===== config.mk =====
export PLATFORM = sky130hd
export DESIGN_NAME = sensor_command_responder_top
export DESIGN_NICKNAME = d
export VERILOG_FILES = /design/src/scr_pkg.sv /design/src/scr_assembler.sv /design/src/scr_divide.sv /design/src/scr_serializer.sv /design/src/sensor_command_responder_top.sv
export SDC_FILE = /design/constraint.sdc
export NUM_CORES = 1
export LEC_CHECK = 0
export BUFFER_PORTS_ARGS = -buffer_cell sky130_fd_sc_hd__clkbuf_2
export CAP_MARGIN = 5
export CELL_PAD_IN_SITES_DETAIL_PLACEMENT = 0
export CELL_PAD_IN_SITES_GLOBAL_PLACEMENT = 2
export CORE_MARGIN = 2
export CORE_UTILIZATION = 46
export CTS_CLUSTER_SIZE = 14
export DETAILED_ROUTE_END_ITERATION = 12
export GPL_ROUTABILITY_DRIVEN = 0
export PLACE_DENSITY_LB_ADDON = 0.1
export SYNTH_ARGS = -nofsm -noshare
export SYNTH_HDL_FRONTEND = slang
export SYNTH_SLANG_ARGS = --single-unit

===== constraint.sdc =====
create_clock -name clk -period 21.4 [get_ports clk]
set_input_delay 1.07 -clock clk [delete_from_list [all_inputs] [get_ports clk]]
set_output_delay 1.07 -clock clk [all_outputs]
set_load 0.1 [all_outputs]

===== src/scr_pkg.sv =====
`timescale 1ns / 1ps
// ----------------------------------------------------------------------------
// scr_pkg
// Shared types, opcodes and arithmetic widths of the sensor command responder.
// ----------------------------------------------------------------------------
package scr_pkg;

  // Converter resolution and full-scale code Q = 2^ADC_BITS - 1
  localparam int ADC_BITS = 10;
  localparam int ADC_IN_W = 10;
  localparam int ADC_FULL = (1 << ADC_BITS) - 1;

  // Scale factor: 5 * slope (16 bits) needs 19 bits
  localparam int MULT_W = 19;
  localparam int PROD_W = MULT_W + ADC_BITS;
  // Dividend P + Q/2 rounded down, one bit wider than the product
  localparam int DIV_W = PROD_W + 1;
  // Number of folded digits in the divide-by-Q estimate
  localparam int DIV_TERMS = (DIV_W + ADC_BITS - 1) / ADC_BITS;
  localparam int CORR_W = $clog2(DIV_TERMS + 1);
  localparam int REM_W = ADC_BITS + CORR_W;
  localparam int SUM_W = MULT_W + 1;
  localparam int HALF_M1 = (1 << (ADC_BITS - 1)) - 1;

  // Voltage scale: 5.00 V in hundredths
  localparam int VOLT_SCALE = 500;
  localparam logic [15:0] VALUE_MAX = 16'hFFFF;

  // Command opcodes
  localparam logic [7:0] OP_VOLT  = 8'h56;
  localparam logic [7:0] OP_CURR  = 8'h49;
  localparam logic [7:0] OP_GET_A = 8'h41;
  localparam logic [7:0] OP_GET_B = 8'h42;
  localparam logic [7:0] OP_SET_A = 8'h4E;
  localparam logic [7:0] OP_SET_B = 8'h4D;
  localparam logic [7:0] NEWLINE  = 8'h0A;

  // Byte positions inside a packet and inside a reply
  localparam logic [1:0] POS_OPCODE = 2'd0;
  localparam logic [1:0] POS_VAL_HI = 2'd1;
  localparam logic [1:0] POS_VAL_LO = 2'd2;
  localparam logic [1:0] POS_LAST   = 2'd3;

  typedef struct packed {
    logic [7:0]          rx_byte;
    logic [ADC_IN_W-1:0] adc_sample;
  } in_item_t;

  typedef struct packed {
    logic [7:0] tx_byte;
    logic       reply_last;
  } out_item_t;

  // Decoded command: reply value = sat(base + round(prod / Q))
  typedef struct packed {
    logic [7:0]        opcode;
    logic [15:0]       base;
    logic [PROD_W-1:0] prod;
  } cmd_t;

  typedef struct packed {
    logic [7:0]  opcode;
    logic [15:0] value;
  } reply_t;

endpackage


===== src/scr_assembler.sv =====
`timescale 1ns / 1ps
// ----------------------------------------------------------------------------
// scr_assembler
// Input register, packet gathering, opcode decode, coefficient storage and
// the scale multiply. Emits one decoded command per completed packet with a known opcode.
// ----------------------------------------------------------------------------
module scr_assembler
  import scr_pkg::*;
(
  input  logic     clk,
  input  logic     rst_n,
  input  logic     in_valid,
  output logic     in_stall,
  input  in_item_t in_data,
  output logic     cmd_valid,
  input  logic     cmd_ready,
  output cmd_t     cmd
);

  logic              a_vld_r;
  in_item_t          a_data_r;
  logic [1:0]        byte_count_r, byte_count_nxt;
  logic [7:0]        opcode_hold_r, opcode_hold_nxt;
  logic [15:0]       value_hold_r, value_hold_nxt;
  logic [15:0]       slope_r, slope_nxt;
  logic [15:0]       offset_r, offset_nxt;
  logic              cmd_vld_r;
  cmd_t              cmd_r, cmd_nxt;

  logic              a_reply;
  logic              a_go;
  logic              b_adv;
  logic [MULT_W-1:0] scale;
  logic [ADC_BITS-1:0] adc;

  // Handshake: an item leaves the input register when it needs no slot
  // downstream or when the command register is free
  assign b_adv    = !cmd_vld_r || cmd_ready;
  assign a_go     = a_vld_r && (!a_reply || b_adv);
  assign in_stall = a_vld_r && !a_go;

  assign adc = ADC_BITS'(a_data_r.adc_sample);

  // Gather packet bytes and decode on the terminator
  always_comb begin
    byte_count_nxt  = byte_count_r + 2'd1;
    opcode_hold_nxt = opcode_hold_r;
    value_hold_nxt  = value_hold_r;
    slope_nxt       = slope_r;
    offset_nxt      = offset_r;
    a_reply         = 1'b0;
    scale           = '0;
    cmd_nxt.opcode  = opcode_hold_r;
    cmd_nxt.base    = '0;
    unique case (byte_count_r)
      POS_OPCODE: opcode_hold_nxt = a_data_r.rx_byte;
      POS_VAL_HI: value_hold_nxt[15:8] = a_data_r.rx_byte;
      POS_VAL_LO: value_hold_nxt[7:0] = a_data_r.rx_byte;
      POS_LAST: begin
        unique case (opcode_hold_r)
          OP_VOLT: begin
            a_reply = 1'b1;
            scale   = MULT_W'(VOLT_SCALE);
          end
          OP_CURR: begin
            a_reply      = 1'b1;
            scale        = MULT_W'({slope_r, 2'b00}) + MULT_W'(slope_r);
            cmd_nxt.base = offset_r;
          end
          OP_GET_A: begin
            a_reply      = 1'b1;
            cmd_nxt.base = slope_r;
          end
          OP_GET_B: begin
            a_reply      = 1'b1;
            cmd_nxt.base = offset_r;
          end
          OP_SET_A: begin
            a_reply      = 1'b1;
            slope_nxt    = value_hold_r;
            cmd_nxt.base = value_hold_r;
          end
          OP_SET_B: begin
            a_reply      = 1'b1;
            offset_nxt   = value_hold_r;
            cmd_nxt.base = value_hold_r;
          end
          default: a_reply = 1'b0;
        endcase
      end
      default: a_reply = 1'b0;
    endcase
    cmd_nxt.prod = PROD_W'(scale) * PROD_W'(adc);
  end

  // Control and architectural state
  always_ff @(posedge clk) begin
    if (!rst_n) begin
      a_vld_r       <= 1'b0;
      byte_count_r  <= '0;
      opcode_hold_r <= '0;
      value_hold_r  <= '0;
      slope_r       <= '0;
      offset_r      <= '0;
      cmd_vld_r     <= 1'b0;
    end else begin
      if (!in_stall) begin
        a_vld_r <= in_valid;
      end
      if (a_go) begin
        byte_count_r  <= byte_count_nxt;
        opcode_hold_r <= opcode_hold_nxt;
        value_hold_r  <= value_hold_nxt;
        slope_r       <= slope_nxt;
        offset_r      <= offset_nxt;
      end
      if (b_adv) begin
        cmd_vld_r <= a_go && a_reply;
      end
    end
  end

  // Payload registers
  always_ff @(posedge clk) begin
    if (!in_stall) begin
      a_data_r <= in_data;
    end
    if (b_adv) begin
      cmd_r <= cmd_nxt;
    end
  end

  assign cmd_valid = cmd_vld_r;
  assign cmd       = cmd_r;

endmodule


===== src/scr_divide.sv =====
`timescale 1ns / 1ps
// ----------------------------------------------------------------------------
// scr_divide
// Rounded divide by the full-scale code Q = 2^ADC_BITS - 1. A folded digit
// sum gives an estimate that is registered; the next step corrects it from
// the remainder, adds the base value and saturates to 16 bits.
// ----------------------------------------------------------------------------
module scr_divide
  import scr_pkg::*;
(
  input  logic   clk,
  input  logic   rst_n,
  input  logic   cmd_valid,
  output logic   cmd_ready,
  input  cmd_t   cmd,
  output logic   rep_valid,
  input  logic   rep_ready,
  output reply_t rep
);

  logic              c_vld_r;
  logic [7:0]        c_op_r;
  logic [15:0]       c_base_r;
  logic [DIV_W-1:0]  c_div_r;
  logic [MULT_W-1:0] c_q0_r;

  logic [DIV_W-1:0]  div_in;
  logic [DIV_W-1:0]  q_acc;
  logic [DIV_W-1:0]  rem_full;
  logic [REM_W-1:0]  rem;
  logic [CORR_W-1:0] corr;
  logic [SUM_W-1:0]  total;

  assign cmd_ready = !c_vld_r || rep_ready;

  // Estimate floor(D / Q) as the sum of D shifted by whole digits
  always_comb begin
    div_in = DIV_W'(cmd.prod) + DIV_W'(HALF_M1);
    q_acc  = '0;
    for (int k = 1; k <= DIV_TERMS; k++) begin
      q_acc = q_acc + (div_in >> (k * ADC_BITS));
    end
  end

  // Correct the estimate from the remainder, add base and saturate
  always_comb begin
    rem_full = c_div_r - (DIV_W'(c_q0_r) << ADC_BITS) + DIV_W'(c_q0_r);
    rem      = REM_W'(rem_full);
    corr     = '0;
    for (int j = 1; j <= DIV_TERMS; j++) begin
      if (rem >= REM_W'(j * ADC_FULL)) begin
        corr = corr + CORR_W'(1);
      end
    end
    total = SUM_W'(c_base_r) + SUM_W'(c_q0_r) + SUM_W'(corr);
  end

  always_ff @(posedge clk) begin
    if (!rst_n) begin
      c_vld_r <= 1'b0;
    end else if (cmd_ready) begin
      c_vld_r <= cmd_valid;
    end
  end

  always_ff @(posedge clk) begin
    if (cmd_ready) begin
      c_op_r   <= cmd.opcode;
      c_base_r <= cmd.base;
      c_div_r  <= div_in;
      c_q0_r   <= MULT_W'(q_acc);
    end
  end

  assign rep_valid = c_vld_r;
  assign rep.opcode = c_op_r;
  assign rep.value  = (total > SUM_W'(VALUE_MAX)) ? VALUE_MAX : total[15:0];

endmodule


===== src/scr_serializer.sv =====
`timescale 1ns / 1ps
// ----------------------------------------------------------------------------
// scr_serializer
// Reply output register: holds one reply and sends its four bytes in order,
// taking the next reply in the cycle its newline byte leaves.
// ----------------------------------------------------------------------------
module scr_serializer
  import scr_pkg::*;
(
  input  logic      clk,
  input  logic      rst_n,
  input  logic      rep_valid,
  output logic      rep_ready,
  input  reply_t    rep,
  output logic      out_valid,
  input  logic      out_stall,
  output out_item_t out_data
);

  logic       busy_r;
  logic [1:0] idx_r;
  reply_t     rep_r;

  assign rep_ready = !busy_r || (idx_r == POS_LAST && !out_stall);

  // Load a new reply or advance to the next byte
  always_ff @(posedge clk) begin
    if (!rst_n) begin
      busy_r <= 1'b0;
      idx_r  <= POS_OPCODE;
    end else if (rep_ready) begin
      busy_r <= rep_valid;
      idx_r  <= POS_OPCODE;
    end else if (!out_stall) begin
      idx_r <= idx_r + 2'd1;
    end
  end

  always_ff @(posedge clk) begin
    if (rep_ready && rep_valid) begin
      rep_r <= rep;
    end
  end

  // Select the byte on the output
  always_comb begin
    unique case (idx_r)
      POS_OPCODE: out_data.tx_byte = rep_r.opcode;
      POS_VAL_HI: out_data.tx_byte = rep_r.value[15:8];
      POS_VAL_LO: out_data.tx_byte = rep_r.value[7:0];
      POS_LAST:   out_data.tx_byte = NEWLINE;
      default:    out_data.tx_byte = NEWLINE;
    endcase
    out_data.reply_last = (idx_r == POS_LAST);
  end

  assign out_valid = busy_r;

endmodule


===== src/sensor_command_responder_top.sv =====
`timescale 1ns / 1ps
// ----------------------------------------------------------------------------
// sensor_command_responder_top
// Gathers 4-byte command packets from a serial byte stream and answers each
// known command with a 4-byte reply (opcode, 16-bit value, newline).
// ----------------------------------------------------------------------------
//  channel  | ports                          | payload
//  ---------+--------------------------------+--------------------------------
//  input    | in_valid, in_stall, in_data    | rx_byte[7:0], adc_sample[9:0]
//  result   | out_valid, out_stall, out_data | tx_byte[7:0], reply_last
//
//  One byte is accepted per cycle unless in_stall is high; bytes that do not
//  finish a packet leave the input register at once. A finished packet passes
//  the decode/multiply register, the divide register and the reply output
//  register in that order; the reply then leaves one byte per cycle while
//  out_stall is low, set by the single reply output register, which takes the
//  next reply as the newline byte of the last one leaves. Synchronous active-low reset
//  clears counters, held bytes and coefficients. out_stall holds the current
//  byte and backs up through the pipeline into in_stall.
// ----------------------------------------------------------------------------
module sensor_command_responder_top
  import scr_pkg::*;
(
  input  logic      clk,
  input  logic      rst_n,
  input  logic      in_valid,
  output logic      in_stall,
  input  in_item_t  in_data,
  output logic      out_valid,
  input  logic      out_stall,
  output out_item_t out_data
);

  logic   cmd_valid;
  logic   cmd_ready;
  cmd_t   cmd;
  logic   rep_valid;
  logic   rep_ready;
  reply_t rep;

  // Packet gather, decode and scale multiply
  scr_assembler u_assembler (
    .clk       (clk),
    .rst_n     (rst_n),
    .in_valid  (in_valid),
    .in_stall  (in_stall),
    .in_data   (in_data),
    .cmd_valid (cmd_valid),
    .cmd_ready (cmd_ready),
    .cmd       (cmd)
  );

  // Rounded divide by full scale and saturation
  scr_divide u_divide (
    .clk       (clk),
    .rst_n     (rst_n),
    .cmd_valid (cmd_valid),
    .cmd_ready (cmd_ready),
    .cmd       (cmd),
    .rep_valid (rep_valid),
    .rep_ready (rep_ready),
    .rep       (rep)
  );

  // Reply byte output
  scr_serializer u_serializer (
    .clk       (clk),
    .rst_n     (rst_n),
    .rep_valid (rep_valid),
    .rep_ready (rep_ready),
    .rep       (rep),
    .out_valid (out_valid),
    .out_stall (out_stall),
    .out_data  (out_data)
  );

endmodule

# Yosys cells after proc, flatten, opt, wreduce, memory -nomap -nowiden
# Index checks and enable logic that the tools add are counted.
# W data, S select, Z words.
[word_totals]
output_inout_bits = 11
reg_bits = 214
inputBits = 22
elab_cells = 86
[op_classes]
n_mul = 1
n_reduce_logical = 26
bitwise = 1
mux = 9
n_eq_ne = 12
magnitude_cmp = 4
add_sub_neg = 11
[ops]
columns = ["op", "n"]
rows = [
  ["$eq A8 B7 Y1 const B", 6],
  ["$pmux W16 S3", 1],
  ["$pmux W19 S2", 1],
  ["$pmux W8 S4", 1],
  ["$add A29 B9 Y30 const B", 1],
  ["$mul A19 B10 Y29", 1],
  ["$add A16 B19 Y20", 1],
  ["$add A20 B2 Y20", 1],
  ["$gt A20 B16 Y1 const B", 1],
  ["$add A18 B16 Y19", 1],
  ["$add A19 B10 Y19", 1],
  ["$mux W19", 1],
  ["$add A12 B12 Y12", 1],
  ["$ge A12 B10 Y1 const B", 1],
  ["$ge A12 B11 Y1 const B", 1],
  ["$ge A12 B12 Y1 const B", 1],
  ["$sub A12 B12 Y12", 1],
  ["$eq A2 B2 Y1 const B", 4],
  ["$add A2 B1 Y2 const B", 3],
  ["$logic_not A1 Y1", 6],
  ["$reduce_and A2 Y1", 3],
  ["$reduce_and A3 Y1", 2],
  ["$reduce_or A2 Y1", 3],
  ["$reduce_or A6 Y1", 1],
  ["other kinds (8)", 20],
]

# Depth between registers and ports, before layout
[depth]
depth_word = 10
ltp_mapped = 32
mapped_depth_nobuf = 32

# Hierarchy
# Synthesis repeated with hierarchy kept, for this count alone.
[unflattened]
hier_cells = 1745
hier_area_um2 = 17744.5
[by_module_without_submodules]
columns = ["mod", "area_per_inst_um2", "cells_per_inst", "n_inst", "seq_area_each_um2"]
rows = [
  ["scr_assembler", 11680.0, 1163, 1, 3333.2],
  ["scr_divide", 4993.5, 511, 1, 1671.6],
  ["scr_serializer", 1071.0, 71, 1, 780.7],
]

# Worst setup path after synthesis
# No wires, ideal clock.
[synth_timing]
path_type = "register -> register"
startpoint = "reg u_assembler.slope_r[1]"
endpoint = "reg u_assembler.cmd_r, in the netlist u_assembler.cmd[27] (data pin)"
setup_slack_ns = 14.208
period_less_slack_ns = 7.192
path_stages_with_launch = 32
path_buffers = 2
required_ns = 21.142
setup_ns = 0.258
arrival_ns = 6.934
path_cell_list = "dfxtp_1 > clkbuf_1 > inv_1 > fa_1 > nor2b_1 > o21ai_1 > a21oi_1 > o21ai_0 > a21oi_1 > o21ai_1 > a21oi_1 > o21a_1 > or3_1 > buf_2 > nand3_1 > fa_1 > inv_1 > fa_1 > fa_1 > fa_1 > inv_1 > fa_1 > inv_1 > ha_1 > nand3_1 > a2111oi_0 > nor3_1 > o311a_1 > a21boi_0 > o21a_1 > nor2_1 > xnor2_1"
[synth_lines]
columns = ["item", "line_no", "text"]
rows = [
  ["start: declaration", "scr_assembler.sv:25", "logic [15:0] slope_r, slope_nxt;"],
  ["start signal: assignment", "scr_assembler.sv:114", "slope_r <= slope_nxt;"],
  ["end signal: assignment", "scr_assembler.sv:129", "cmd_r <= cmd_nxt;"],
  ["end: declaration", "scr_assembler.sv:28", "cmd_t cmd_r, cmd_nxt;"],
]

==> flow_summary.yaml <==
clock_network:
  clock_latency_ns: 0.53
  cts.sinks: 214
  cts_max_level: 1
  cts_buffers: 24
  cts_tree: "yes"
  cts_root_buffer: "clkbuf_16"
  cts_setup_buffers: 0
  post_cts_resized: 0
  clk_pin_slew_ns: 0.06
  clockBufferDepth: 3
  cts-hold-fix-buffers: 0
worst_setup_path:
  r2r_cells: 30
  criticalPathCategory: "register to register"
  r2r_setup_slack_ns: 13.12
  crit_path_end: "u_assembler.cmd[27]"
  crit_required_ns: 21.68
  start_kind: "register"
  r2r_start: "u_assembler.slope_r[0]"
  cp_top_family: "adder cells"
  cp_max_fo: 13
  cp-end-kind: "register"
  reg2reg_to: "u_assembler.cmd[27]"
  cp_slowest_cell: "dfxtp_1"
  cp.depth: 30
  arrival_ns: 8.56
  cp_common_cell: "fa_1"
  crit_buf_inv: 4
  cpPeakStageDelay_ns: 0.66
  crit_path_start: "u_assembler.slope_r[0]"
timing:
  finalHoldViolations: 0
  slew_headroom_pct: 19.1
  fin_crit_sh_pct: 38.7
  tightest_slew_ns: 1.21
  drv_slew: 0
  finalSetupViolCount: 0
  max_freq_mhz: 121
  tns_ns: 0
  skew_ns: 0.0207
  rsz0062_at_grt: "no"
  period_needed_ns: 8.28
routing:
  finalWirelength_um: 39000
  vias_per_cell: 5.27
  drc_errors: 0
  wl_per_cell_um: 17.8
  firstDrtPassIters: 7
  drt_iter0_markers: 651
  num_vias: 11600
  antenna_left: 0
floorplan:
  dieArea_mm2: 0.0387
  core-area_mm2: 0.0366
  num_rows: 70
  die_h_um: 197
  start_util_pct: 46.7
  boundaryPins: 33
  dieWidth_um: 197
final_layout:
  fin_area_mm2: 0.0185
  instances_no_fill: 2191
  syn2layout_area_growth_pct: 8.03
  layout.nets: 2015
  drive_above_1_share_pct: 5.81
grt:
  first_global_vias: 11500
  grtUsageTotal_pct: 20.7
  antenna_found_initial: 1
  grt_max_degree: 64
  grt_overflow: 0
  grt_first_pass_wirelength_um: 63000
placed_design:
  io_buffers: 32
  hpwl_um: 30800
  place_area_mm2: 0.0177
  dp.cells: 2146
synth:
  synthFlopType: "edfxtp_1"
  synth_edf_count: 150
  synthArstFlopShare_pct: 0
  synth_top_cell_by_area: "edfxtp_1"
  synth_top_area_share_pct: 26.3
  syn_area_per_cell_um2: 10.1
  synth-seq-cells: 214
  yosysUniqueCellTypes: 61
  post-synth-top-count-cell: "inv_1"
  synth_common_cells: "inv_1 (208), nand2_1 (165), edfxtp_1 (150), ha_1 (149), fa_1 (140)"
  synthCells: 1689
  yosys_warnings: 0
  synthesis.area_mm2: 0.0171
  synth_nets: 2000
  yosys-top-cells-area: "edfxtp_1 (26%), fa_1 (16%), ha_1 (11%)"
  yosysSeqAreaShare_pct: 33.8
run_status:
  status: "finished clean"
power_and_ir_drop:
  powerDensity_mw_per_mm2: 46.3
  p_leak_uw: 0.00863
  ir_drop_v: 0.0000597
flow_run:
  cap_violations: 0
worst_hold_path:
  hp-class: "register to register"
[kinds of logic (layout without fill, tap and decap cells)]
kind of cell,count (synthesis),in the layout,share of synthesized area (%)
adder cells (fa/ha/maj),289,289,27.3
multiplexers,36,36,2.13
AND/OR/NAND/NOR,531,531,15.5
other,0,1,0
AO/OA/AOI/OAI,248,248,9.79
buffers and inverters,262,295,5.91
flip-flops,214,214,33.8
XOR/XNOR,109,109,5.58
[per-stage QoR]
stage | power [µW] | hold WS (ns) | setup slack, ns | util [%]
6_report | 855 | 0.412 | 13.12 | 50.5
3_5_place_dp | 474 | 0.405 | 13.19 | 48.4
4_1_cts | 866 | 0.414 | 13.15 | 50.5
5_1_grt | 883 | 0.421 | 12.67 | 50.5
3_3_place_gp | 473 | 0.405 | 13.37 | 48.4
2_1_floorplan | 465 | 0.400 | 14.21 | -
[worst min path at each step]
stage	startpoint	endpoint	slack, ns	cells past startpoint
floorplan	u_assembler.cmd[29]	u_divide.c_base_r[0]	0.40	0
global placement	u_assembler.cmd[41]	u_divide.c_base_r[12]	0.40	0
detailed placement	u_assembler.cmd[41]	u_divide.c_base_r[12]	0.41	0
CTS	u_assembler.cmd[41]	u_divide.c_base_r[12]	0.41	0
global route	u_assembler.cmd[42]	u_divide.c_base_r[13]	0.42	0
finish	u_assembler.cmd[37]	u_divide.c_base_r[8]	0.41	0
[layer usage]
layer  routed length [µm]  global-route usage, %  up-vias  part of all wire (%)
li1                     -                      -     5756                     -
met2                17500                   33.0      205                    45
met4                  663                   4.32        0                   1.7
met5                    0                      0        -                     0
met3                 1810                   3.18       40                   4.6
met1                19000                   30.1     5553                    49
[cell type report]
type | instances | area, µm²
Clock inverter | 16 | 141
Antenna cell | 1 | 2.50
Tap cell | 468 | 586
Multi-Input combinational cell | 1213 | 10300
Fill cell | 3449 | 18100
Sequential cell | 214 | 5790
Inverter | 208 | 781
Clock buffer | 28 | 616
Timing Repair Buffer | 43 | 243
[placed cells by master, fill, tap and decap left out, drive strengths merged, types with 6 or more instances in the layout]
cell type  synthesis  routed
inv              208     208
nand2            165     165
edfxtp           150     150
ha               149     149
fa               140     140
nor2              84      84
nand3             77      77
xnor2             69      69
dfxtp             64      64
a21oi             63      63
clkbuf            42      60
nor2b             58      58
and2              49      49
o21ai             46      46
xor2              40      40
mux2i             33      33
and3              31      31
a21boi            31      31
a21o              30      30
nor3              20      20
a222oi            16      16
nand2b            14      14
clkinv             0      14
o21a              11      11
buf               12      11
o21bai            10      10
nand4              8       8
a31oi              6       6
a22oi              6       6
or3                6       6
[power breakdown]
group,internal (µW),switching (µW),total (µW)
Sequential,444,8.93,453
Combinational,5.77,6.42,12.2
Clock,230,160,390
Total,680,175,855
[worst register-to-register path: cells and delay by family, from the launching register on]
family / cells / cell delay (ns)
buffers and inverters: 4 / 0.20
AND/OR/NAND/NOR: 6 / 0.95
AO/OA/AOI/OAI: 11 / 2.52
XOR/XNOR: 1 / 0.11
adder cells (fa/ha/maj): 8 / 3.57
flip-flops: 1 / 0.66
[state kept, by name, indices dropped and copies added (netlist names), 2 cells and up]
name / count
u_divide.c_base_r: 16
u_assembler.a_data_r: 8
u_assembler.slope_r: 16
u_divide.c_op_r: 8
u_assembler.adc: 10
u_assembler.value_hold_r: 16
u_assembler.offset_r: 16
u_assembler.opcode_hold_r: 8
u_serializer.rep_r: 24
u_divide.c_q0_r: 19
u_assembler.byte_count_r: 2
u_divide.c_div_r: 12
u_assembler.cmd: 53
u_serializer.idx_r: 2
Power figures use the tool's default switching activity.
